===== src/rtl/assert_macros.svh =====
// Assertion helpers used by the RTL.
`ifndef ASSERT_MACROS_SVH
`define ASSERT_MACROS_SVH

// Clocked property, switched off while reset is held.
`define ASSERT_CLK(label, prop, msg) \
  label: assert property (@(posedge clk) disable iff (!rst_n) (prop)) else $error(msg);

// Implication whose consequent is checked in the cycle after the antecedent.
`define ASSERT_NEXT(label, ante, cons, msg) \
  label: assert property (@(posedge clk) disable iff (!rst_n) (ante) |=> (cons)) else $error(msg);

`endif


===== src/rtl/rmva_pkg.sv =====
package rmva_pkg;

  localparam int DEF_SAMPLE_BITS = 32;
  localparam int DEF_FRAC_BITS   = 16;
  localparam int IN_BITS         = 32;
  localparam int COUNT_BITS      = 32;
  localparam int MEAN_BITS       = 48;
  localparam int SUM_BITS        = 64;
  localparam int SE_BITS         = 48;
  localparam int OP_BITS         = 64;
  localparam int OUT_BITS        = COUNT_BITS + MEAN_BITS + SUM_BITS + SE_BITS;

  typedef enum logic [3:0] {
    S_IDLE,
    S_MDIV,
    S_MDIV_W,
    S_PMUL,
    S_PMUL_W,
    S_DMUL,
    S_DMUL_W,
    S_QDIV,
    S_QDIV_W,
    S_ROOT,
    S_ROOT_W,
    S_FIN
  } state_t;

  // operand set for the shared divider and multiplier
  typedef enum logic {
    SEL_MEAN,
    SEL_SE
  } unit_sel_t;

  typedef struct packed {
    logic      load_in;
    logic      div_start;
    logic      mul_start;
    logic      sqrt_start;
    unit_sel_t sel;
    logic      upd_mean;
    logic      upd_sum;
    logic      ld_den;
    logic      ld_q;
    logic      load_out;
  } cmd_t;

  typedef struct packed {
    logic div_done;
    logic mul_done;
    logic sqrt_done;
    logic ge2;
  } sts_t;

endpackage


===== src/rtl/rmva_div.sv =====
module rmva_div #(
  parameter int W = 64
) (
  input  logic         clk,
  input  logic         rst_n,
  input  logic         start,
  input  logic [W-1:0] num,
  input  logic [W-1:0] den,
  output logic [W-1:0] quo,
  output logic         done
);
  localparam int CW = $clog2(W + 1);

  logic [W-1:0]  rem_r, rem_nxt, quo_r, quo_nxt, den_r;
  logic [CW-1:0] cnt_r, cnt_nxt;
  logic          done_r, done_nxt;
  logic [W:0]    t, diff;
  logic          ge;

  // restoring division, one quotient bit a cycle
  always_comb begin
    t        = {rem_r, quo_r[W-1]};
    diff     = t - {1'b0, den_r};
    ge       = (t >= {1'b0, den_r});
    rem_nxt  = rem_r;
    quo_nxt  = quo_r;
    cnt_nxt  = cnt_r;
    done_nxt = 1'b0;
    if (start) begin
      rem_nxt = '0;
      quo_nxt = num;
      cnt_nxt = CW'(W);
    end else if (cnt_r != '0) begin
      rem_nxt  = ge ? diff[W-1:0] : t[W-1:0];
      quo_nxt  = {quo_r[W-2:0], ge};
      cnt_nxt  = cnt_r - 1'b1;
      done_nxt = (cnt_r == CW'(1));
    end
  end

  always_ff @(posedge clk) begin
    if (!rst_n) begin
      cnt_r  <= '0;
      done_r <= 1'b0;
    end else begin
      cnt_r  <= cnt_nxt;
      done_r <= done_nxt;
    end
    rem_r <= rem_nxt;
    quo_r <= quo_nxt;
    if (start) den_r <= den;
  end

  assign quo  = quo_r;
  assign done = done_r;
endmodule


===== src/rtl/rmva_mul.sv =====
module rmva_mul #(
  parameter int W = 64
) (
  input  logic           clk,
  input  logic           rst_n,
  input  logic           start,
  input  logic [W-1:0]   a,
  input  logic [W-1:0]   b,
  output logic [2*W-1:0] prod,
  output logic           done
);
  localparam int CW = $clog2(W + 1);

  logic [2*W-1:0] prod_r, prod_nxt;
  logic [W-1:0]   a_r;
  logic [CW-1:0]  cnt_r, cnt_nxt;
  logic           done_r, done_nxt;
  logic [W:0]     s;

  // shift-add, one multiplier bit a cycle; multiplier sits in the low half
  always_comb begin
    s        = {1'b0, prod_r[2*W-1:W]} + (prod_r[0] ? {1'b0, a_r} : '0);
    prod_nxt = prod_r;
    cnt_nxt  = cnt_r;
    done_nxt = 1'b0;
    if (start) begin
      prod_nxt = {{W{1'b0}}, b};
      cnt_nxt  = CW'(W);
    end else if (cnt_r != '0) begin
      prod_nxt = {s, prod_r[W-1:1]};
      cnt_nxt  = cnt_r - 1'b1;
      done_nxt = (cnt_r == CW'(1));
    end
  end

  always_ff @(posedge clk) begin
    if (!rst_n) begin
      cnt_r  <= '0;
      done_r <= 1'b0;
    end else begin
      cnt_r  <= cnt_nxt;
      done_r <= done_nxt;
    end
    prod_r <= prod_nxt;
    if (start) a_r <= a;
  end

  assign prod = prod_r;
  assign done = done_r;
endmodule


===== src/rtl/rmva_sqrt.sv =====
module rmva_sqrt #(
  parameter int RW = 80
) (
  input  logic            clk,
  input  logic            rst_n,
  input  logic            start,
  input  logic [RW-1:0]   rad,
  output logic [RW/2-1:0] root,
  output logic            done
);
  localparam int HW = RW / 2;
  localparam int CW = $clog2(HW + 1);

  logic [RW-1:0] rad_r, rad_nxt;
  logic [HW-1:0] root_r, root_nxt;
  logic [HW+1:0] rem_r, rem_nxt;
  logic [HW+3:0] r2, trial, diff;
  logic [CW-1:0] cnt_r, cnt_nxt;
  logic          done_r, done_nxt;
  logic          ge;

  // digit-by-digit root, two radicand bits a cycle
  always_comb begin
    r2       = {rem_r, rad_r[RW-1 -: 2]};
    trial    = {2'b00, root_r, 2'b01};
    diff     = r2 - trial;
    ge       = (r2 >= trial);
    rad_nxt  = rad_r;
    root_nxt = root_r;
    rem_nxt  = rem_r;
    cnt_nxt  = cnt_r;
    done_nxt = 1'b0;
    if (start) begin
      rad_nxt  = rad;
      root_nxt = '0;
      rem_nxt  = '0;
      cnt_nxt  = CW'(HW);
    end else if (cnt_r != '0) begin
      rad_nxt  = {rad_r[RW-3:0], 2'b00};
      root_nxt = {root_r[HW-2:0], ge};
      rem_nxt  = ge ? diff[HW+1:0] : r2[HW+1:0];
      cnt_nxt  = cnt_r - 1'b1;
      done_nxt = (cnt_r == CW'(1));
    end
  end

  always_ff @(posedge clk) begin
    if (!rst_n) begin
      cnt_r  <= '0;
      done_r <= 1'b0;
    end else begin
      cnt_r  <= cnt_nxt;
      done_r <= done_nxt;
    end
    rad_r  <= rad_nxt;
    root_r <= root_nxt;
    rem_r  <= rem_nxt;
  end

  assign root = root_r;
  assign done = done_r;
endmodule


===== src/rtl/rmva_dp.sv =====
module rmva_dp #(
  parameter int SAMPLE_BITS = rmva_pkg::DEF_SAMPLE_BITS,
  parameter int FRAC_BITS   = rmva_pkg::DEF_FRAC_BITS
) (
  input  logic                          clk,
  input  logic                          rst_n,
  input  rmva_pkg::cmd_t                cmd,
  output rmva_pkg::sts_t                sts,
  input  logic [rmva_pkg::IN_BITS-1:0]  in_tdata,
  output logic [rmva_pkg::OUT_BITS-1:0] out_tdata,
  output logic                          out_tuser
);
  import rmva_pkg::*;

  localparam int XW = SAMPLE_BITS + FRAC_BITS;
  localparam int DW = (XW > MEAN_BITS) ? XW : MEAN_BITS;
  localparam int RW = SUM_BITS + FRAC_BITS + (FRAC_BITS % 2);
  localparam int HW = RW / 2;
  localparam logic [COUNT_BITS-1:0] COUNT_MAX = '1;
  localparam logic [MEAN_BITS-1:0]  MEAN_MAX  = '1;

  logic [COUNT_BITS-1:0] count_r;
  logic [MEAN_BITS-1:0]  mean_r;
  logic [SUM_BITS-1:0]   sq_r;
  logic [DW-1:0]         x_r, d_r;
  logic                  ge_r;
  logic [OP_BITS-1:0]    den_r, q_r;
  logic [OUT_BITS-1:0]   out_data_r;
  logic                  out_user_r;

  logic [DW-1:0]        m_ext, d, e, qd;
  logic [DW:0]          nm_add;
  logic [MEAN_BITS-1:0] nm;
  logic [OP_BITS-1:0]   div_num, div_den, div_quo, mul_a, mul_b;
  logic [2*OP_BITS-1:0] prod;
  logic [SUM_BITS-1:0]  inc;
  logic [SUM_BITS:0]    sum_w;
  logic [HW-1:0]        root;
  logic [SE_BITS-1:0]   se;
  logic                 ge_now, ge2;
  logic                 div_done, mul_done, sqrt_done;

  always_comb begin
    m_ext   = DW'(mean_r);
    ge_now  = (x_r >= m_ext);
    d       = ge_now ? (x_r - m_ext) : (m_ext - x_r);
    e       = ge_r ? (x_r - m_ext) : (m_ext - x_r);
    qd      = div_quo[DW-1:0];
    nm_add  = {1'b0, m_ext} + {1'b0, qd};
    if (ge_r) begin
      nm = (nm_add > (DW+1)'(MEAN_MAX)) ? MEAN_MAX : nm_add[MEAN_BITS-1:0];
    end else begin
      nm = mean_r - qd[MEAN_BITS-1:0];
    end
    div_num = (cmd.sel == SEL_MEAN) ? OP_BITS'(d) : sq_r;
    div_den = (cmd.sel == SEL_MEAN) ? OP_BITS'(count_r) : den_r;
    mul_a   = (cmd.sel == SEL_MEAN) ? OP_BITS'(d_r) : OP_BITS'(count_r - 1'b1);
    mul_b   = (cmd.sel == SEL_MEAN) ? OP_BITS'(e) : OP_BITS'(count_r);
    // increment saturates once the product reaches 2^(64+F)
    inc     = (prod[2*OP_BITS-1:SUM_BITS+FRAC_BITS] != '0) ? '1
              : prod[SUM_BITS+FRAC_BITS-1:FRAC_BITS];
    sum_w   = {1'b0, sq_r} + {1'b0, inc};
    se      = (HW > SE_BITS && (root >> SE_BITS) != '0) ? '1 : SE_BITS'(root);
    ge2     = (count_r >= COUNT_BITS'(2));
  end

  rmva_div #(.W(OP_BITS)) u_div (
    .clk(clk), .rst_n(rst_n), .start(cmd.div_start),
    .num(div_num), .den(div_den), .quo(div_quo), .done(div_done)
  );

  rmva_mul #(.W(OP_BITS)) u_mul (
    .clk(clk), .rst_n(rst_n), .start(cmd.mul_start),
    .a(mul_a), .b(mul_b), .prod(prod), .done(mul_done)
  );

  rmva_sqrt #(.RW(RW)) u_sqrt (
    .clk(clk), .rst_n(rst_n), .start(cmd.sqrt_start),
    .rad(RW'({q_r, {FRAC_BITS{1'b0}}})), .root(root), .done(sqrt_done)
  );

  always_ff @(posedge clk) begin
    if (!rst_n) begin
      count_r <= '0;
      mean_r  <= '0;
      sq_r    <= '0;
    end else begin
      if (cmd.load_in) count_r <= (count_r == COUNT_MAX) ? COUNT_MAX : count_r + 1'b1;
      if (cmd.upd_mean) mean_r <= nm;
      if (cmd.upd_sum) sq_r <= sum_w[SUM_BITS] ? '1 : sum_w[SUM_BITS-1:0];
    end
    if (cmd.load_in) x_r <= DW'({in_tdata[SAMPLE_BITS-1:0], {FRAC_BITS{1'b0}}});
    if (cmd.div_start && cmd.sel == SEL_MEAN) begin
      d_r  <= d;
      ge_r <= ge_now;
    end
    if (cmd.ld_den) den_r <= prod[OP_BITS-1:0];
    if (cmd.ld_q) q_r <= div_quo;
    if (cmd.load_out) begin
      out_data_r <= {(ge2 ? se : '0), sq_r, mean_r, count_r};
      out_user_r <= ge2;
    end
  end

  assign sts       = '{div_done: div_done, mul_done: mul_done,
                       sqrt_done: sqrt_done, ge2: ge2};
  assign out_tdata = out_data_r;
  assign out_tuser = out_user_r;
endmodule


===== src/rtl/rmva_ctrl.sv =====
`include "assert_macros.svh"

module rmva_ctrl (
  input  logic           clk,
  input  logic           rst_n,
  input  logic           in_tvalid,
  output logic           in_tready,
  output logic           out_tvalid,
  input  logic           out_tready,
  output rmva_pkg::cmd_t cmd,
  input  rmva_pkg::sts_t sts
);
  import rmva_pkg::*;

  state_t state_r, state_nxt;
  logic   out_valid_r, out_valid_nxt;
  logic   out_free;

  assign out_free = !out_valid_r || out_tready;

  always_comb begin
    state_nxt = state_r;
    case (state_r)
      S_IDLE:   if (in_tvalid) state_nxt = S_MDIV;
      S_MDIV:   state_nxt = S_MDIV_W;
      S_MDIV_W: if (sts.div_done) state_nxt = S_PMUL;
      S_PMUL:   state_nxt = S_PMUL_W;
      S_PMUL_W: if (sts.mul_done) state_nxt = sts.ge2 ? S_DMUL : S_FIN;
      S_DMUL:   state_nxt = S_DMUL_W;
      S_DMUL_W: if (sts.mul_done) state_nxt = S_QDIV;
      S_QDIV:   state_nxt = S_QDIV_W;
      S_QDIV_W: if (sts.div_done) state_nxt = S_ROOT;
      S_ROOT:   state_nxt = S_ROOT_W;
      S_ROOT_W: if (sts.sqrt_done) state_nxt = S_FIN;
      S_FIN:    if (out_free) state_nxt = S_IDLE;
      default:  state_nxt = S_IDLE;
    endcase
  end

  always_comb begin
    cmd       = '0;
    cmd.sel   = SEL_MEAN;
    in_tready = 1'b0;
    case (state_r)
      S_IDLE: begin
        in_tready   = 1'b1;
        cmd.load_in = in_tvalid;
      end
      S_MDIV:   cmd.div_start = 1'b1;
      S_MDIV_W: cmd.upd_mean  = sts.div_done;
      S_PMUL:   cmd.mul_start = 1'b1;
      S_PMUL_W: cmd.upd_sum   = sts.mul_done;
      S_DMUL: begin
        cmd.sel       = SEL_SE;
        cmd.mul_start = 1'b1;
      end
      S_DMUL_W: begin
        cmd.sel    = SEL_SE;
        cmd.ld_den = sts.mul_done;
      end
      S_QDIV: begin
        cmd.sel       = SEL_SE;
        cmd.div_start = 1'b1;
      end
      S_QDIV_W: begin
        cmd.sel  = SEL_SE;
        cmd.ld_q = sts.div_done;
      end
      S_ROOT:   cmd.sqrt_start = 1'b1;
      S_ROOT_W: cmd.sel = SEL_SE;
      S_FIN:    cmd.load_out = out_free;
      default:  cmd = '0;
    endcase
  end

  always_comb begin
    out_valid_nxt = out_valid_r;
    if (cmd.load_out) out_valid_nxt = 1'b1;
    else if (out_tready) out_valid_nxt = 1'b0;
  end

  always_ff @(posedge clk) begin
    if (!rst_n) begin
      state_r     <= S_IDLE;
      out_valid_r <= 1'b0;
    end else begin
      state_r     <= state_nxt;
      out_valid_r <= out_valid_nxt;
    end
  end

  assign out_tvalid = out_valid_r;

  `ASSERT_CLK(a_div_done_wait, !sts.div_done || state_r == S_MDIV_W || state_r == S_QDIV_W, "divider done outside a wait state")
  `ASSERT_CLK(a_mul_done_wait, !sts.mul_done || state_r == S_PMUL_W || state_r == S_DMUL_W, "multiplier done outside a wait state")
  `ASSERT_CLK(a_sqrt_done_wait, !sts.sqrt_done || state_r == S_ROOT_W, "root done outside its wait state")
  `ASSERT_NEXT(a_load_out_valid, cmd.load_out, out_valid_r && state_r == S_IDLE, "result not presented after load")
endmodule


===== src/rtl/running_mean_variance_accumulator.sv =====
// Running mean / variance accumulator (Welford update), unsigned fixed point.
// Input channel in_*: one beat carries one sample in in_tdata[SAMPLE_BITS-1:0].
// Result channel out_*: one beat per accepted sample with the updated count,
// mean, sum of squared deviations and standard error; out_tuser is the
// standard-error valid flag (count of two or more).
// One sample is processed at a time. The work runs through a shared 64-bit
// restoring divider, a 64-bit shift-add multiplier and a digit-by-digit root
// of (64+FRAC_BITS)/2 steps, rounded up; the very first sample skips the error
// term.
// in_tready is high only while the block is idle, and it may take the next
// sample while a finished result still waits on out_tready. A stalled
// receiver holds the result steady; the next result waits until it is taken.
// Reset (rst_n low, synchronous) clears count, mean, sum and any pending beat.
module running_mean_variance_accumulator #(
  parameter int SAMPLE_BITS = rmva_pkg::DEF_SAMPLE_BITS,
  parameter int FRAC_BITS   = rmva_pkg::DEF_FRAC_BITS
) (
  input  logic                          clk,
  input  logic                          rst_n,
  input  logic                          in_tvalid,
  output logic                          in_tready,
  // sample[31:0]
  input  logic [rmva_pkg::IN_BITS-1:0]  in_tdata,
  output logic                          out_tvalid,
  input  logic                          out_tready,
  // count[31:0], running_mean[79:32], sum_sq[143:80], std_error[191:144]
  output logic [rmva_pkg::OUT_BITS-1:0] out_tdata,
  // std_error_valid[0]
  output logic                          out_tuser
);
  import rmva_pkg::*;

  cmd_t cmd;
  sts_t sts;

  // sequencer: a start state and a wait state for each unit pass
  rmva_ctrl u_ctrl (
    .clk(clk), .rst_n(rst_n),
    .in_tvalid(in_tvalid), .in_tready(in_tready),
    .out_tvalid(out_tvalid), .out_tready(out_tready),
    .cmd(cmd), .sts(sts)
  );

  // accumulators, shared arithmetic units and the result register
  rmva_dp #(.SAMPLE_BITS(SAMPLE_BITS), .FRAC_BITS(FRAC_BITS)) u_dp (
    .clk(clk), .rst_n(rst_n), .cmd(cmd), .sts(sts),
    .in_tdata(in_tdata), .out_tdata(out_tdata), .out_tuser(out_tuser)
  );
endmodule

===== config.mk =====
export PLATFORM = sky130hd
export DESIGN_NAME = running_mean_variance_accumulator
export DESIGN_NICKNAME = d
export VERILOG_FILES = /design/src/rtl/rmva_pkg.sv /design/src/rtl/rmva_div.sv /design/src/rtl/rmva_mul.sv /design/src/rtl/rmva_sqrt.sv /design/src/rtl/rmva_dp.sv /design/src/rtl/rmva_ctrl.sv /design/src/rtl/running_mean_variance_accumulator.sv
export VERILOG_INCLUDE_DIRS = /design/src /design/src/rtl
export SDC_FILE = /design/constraint.sdc
export NUM_CORES = 2
export LEC_CHECK = 0
export BUFFER_PORTS_ARGS = -buffer_cell sky130_fd_sc_hd__buf_2
export CORE_AREA = 8 8 442 271
export DETAILED_ROUTE_END_ITERATION = 6
export DIE_AREA = 0 0 450 279
export GPL_TIMING_DRIVEN = 0
export PLACE_DENSITY = 0.81
export SLEW_MARGIN = 25
export SYNTH_ARGS = -nofsm -noshare
export SYNTH_HDL_FRONTEND = slang
export SYNTH_HIERARCHICAL = 1
export SYNTH_SLANG_ARGS = --single-unit

===== constraint.sdc =====
create_clock -name clk -period 13 [get_ports clk]
set_input_delay 2.6 -clock clk [delete_from_list [all_inputs] [get_ports clk]]
set_output_delay 2.6 -clock clk [all_outputs]
set_load 0.02 [all_outputs]

==> impl_metrics.tcl <==
set metrics [dict create \
    yosys_warnings 6 \
    synth.distinct_cells 122 \
    fmax_ghz 0.126 \
    vias_per_cell 6.52 \
    synthTopCellsByArea "edfxtp_1 33%, dfxtp_1 11%, ha_1 7.4%" \
    cp_slowest_cell "clkbuf_1" \
    ctsRootBufferMaster "clkbuf_16" \
    async_reset_ff_share_pct 0 \
    portBuffers 222 \
    p_per_area_mw_per_mm2 263 \
    clkTransAtPathRegs_ns 0.07 \
    critPathBufInv 4 \
    postCtsSetupRepairBufs 0 \
    layout-drive-gt1-share_pct 12.3 \
    fin_crit_ns 7.95 \
    insertion_delay_ns 0.74 \
    numCtsBuffers 102 \
    slowest_delay_ns 0.84 \
    hold_ws_ns 0.431 \
    antenna_found_initial 30 \
    place_congestion 1.08 \
    grt_overflow 0 \
    timing.slew.headroom_pct 22.7 \
    grt_pass1_vias 53400 \
    synth-main-ff-cell "edfxtp_1" \
    crit_chain "nor4_1, nand4_1, nor3_2, buf_4, clkbuf_1, nand2b_1, ha_1, a21oi_1, nor3b_1, a21oi_1, o311ai_1, a2111oi_0, or4b_1, nand2_1, o21ai_1, o211ai_1, and3_1, clkbuf_1, buf_2, a21oi_1" \
    vias 59000 \
    synth_edf_count 730 \
    synth_top_area_cell "edfxtp_1" \
    setup_tns_ns 0 \
    nets 7862 \
    setup_viol 0 \
    top_level_ports 231 \
    grt_setup_unrepaired "no" \
    cts_tree "done" \
    dieArea_mm2 0.126 \
    grt_pass1_wl_um 348000 \
    htreeDepth 3 \
    cts_max_path_buffers 3 \
    die_h_um 279 \
    area_delta_synth_final_pct 10.8 \
    slew_violations 0 \
    synthTopCellsByCount "730 x edfxtp_1, 719 x a21oi_1, 624 x nand2_1, 515 x nor2_1, 401 x ha_1" \
    start_util_pct 59.6 \
    cp-end-kind "flop" \
    peakVddDrop_mv 0.191 \
    post_cts_resized 0 \
    core_region_area_mm2 0.113 \
    die-width_um 450 \
    hpwl_um 185000 \
    synth-seq-cells 1112 \
    syn_area_mm2 0.0674 \
    row_count 96 \
    wl_per_cell_um 26.3 \
    syn_avg_cell_area_um2 9.59 \
    synth_cells 7030 \
    grt_max_degree 90 \
    ctsHoldBuffers 0 \
    synth_most_common_cell "edfxtp_1" \
    setup.worst_path.start_class "flop" \
    hold_viol 0 \
    worst_slew_pin_slew_ns 1.16 \
    skew_ns 0.0318 \
    wl_um 238000 \
    drc 0 \
    worstPathArrival_ns 8.55 \
    crit_required_ns 13.60 \
    period_share_pct 61.2 \
    track_usage_pct 36.0 \
    drt_first_iter_violations 9076 \
    drtAntennaViolNets 0 \
    firstDrtPassIters 6 \
    path_max_fanout 10 \
    path_common_cell "a21oi_1" \
    critPathKind "flop to flop" \
    cp_top_family "simple AND/OR/NAND/NOR gates" \
    outcome "finished clean" \
    drv_cap 0 \
    seq_area_frac_synth_pct 43.8 \
    power.leakage_nw 29.7 \
    cts_sinks 1112 \
    hold_class "flop to flop" \
    synth_largest_type_area_fraction_pct 32.5 \
]
## cell families (layout without fill, tap and decap cells)
kind of cell               Yosys count  count (layout)  synth area share (%)
AOI/OAI and AO/OA                 1932            1932                  18.0
DFF                               1112            1112                  43.8
and+or+nand+nor                   2018            2018                  14.5
xor gates and xnor gates           406             406                  5.27
buffers and inverters              787            1226                  4.75
adders and majority gates          407             407                  7.62
other                                1              52               0.00556
muxes                              367             367                  5.99
## per-layer routing
metal	part of all wire (%)	vias up	GRT usage, %
met5	0.064	-	0
met4	2.9	22	9.62
met3	17	455	14.8
met2	37	4137	46.0
met1	43	28200	55.1
li1	-	26200	-
## power by group
part | switching [W] | total [W] | internal (W)
logic | 0.00655 | 0.0104 | 0.00386
clock network | 0.00145 | 0.00322 | 0.00177
registers | 0.000860 | 0.00602 | 0.00516
total | 0.00886 | 0.0196 | 0.0108
## metrics by stage
step / utilization [%] / cells / total power, W / setup WS, ns / cell area, um^2
after floorplan: - / 7069 / 0.0129 / 6.70 / 67600
after detailed placement: 62.9 / 8834 / 0.0159 / 5.50 / 71200
final: 66.0 / 9039 / 0.0196 / 5.05 / 74700
after global placement: 62.4 / 8810 / 0.0156 / 2.61 / 70600
after CTS: 66.0 / 9027 / 0.0192 / 5.42 / 74700
after global routing: 66.0 / 9027 / 0.0206 / 5.09 / 74700
## path summary, 6_finish.rpt
check	end	start	cells past startpoint	slack [ns]
setup / recovery	u_dp/sq_r[5]	u_dp/u_mul/prod[119]	20	5.05
hold / removal	u_dp/out_tdata[20]	u_dp/count_r[20]	0	0.43
setup reg to reg	u_dp/sq_r[5]	u_dp/u_mul/prod[119]	20	5.05
hold reg to reg	u_dp/out_tdata[20]	u_dp/count_r[20]	0	0.43
## sequential cells by signal, summed over array words and instances, names as in the netlist, 42 cells and up
signal / count
u_dp/out_tdata: 184
u_dp/u_mul/prod: 128
u_dp/u_sqrt/rad_r: 80
u_dp/den_r: 64
u_dp/q_r: 64
u_dp/sq_r: 64
u_dp/u_div/den_r: 64
u_dp/u_div/quo: 64
u_dp/u_div/rem_r: 64
u_dp/u_mul/a_r: 64
u_dp/d_r: 48
u_dp/m_ext: 48
u_dp/u_sqrt/rem_r: 42
## layout by cell type (no fill, tap or decap), types with 260 or more instances in the layout
cell      netlist  layout
a21oi_1       719     719
buf_2          35     260
clkbuf_1      321     323
dfxtp_1       382     382
edfxtp_1      730     730
ha_1          401     401
inv_1         373     371
mux2_2        294     294
nand2_1       624     623
nor2_1        515     513
o21ai_0       383     383
xnor2_1       269     269
## final cells by class
class,instances,area (um^2)
fillers,9070,38400
clock inverters,71,833
diodes,12,30.0
multi-input cells,5170,34900
clock buffers,122,2650
inverters,377,1430
well taps,1519,1900
repair buffers,246,1610
plain buffers,410,1810
flip-flops and latches,1112,29600
Note: power is estimated with default switching activity, not from simulation.
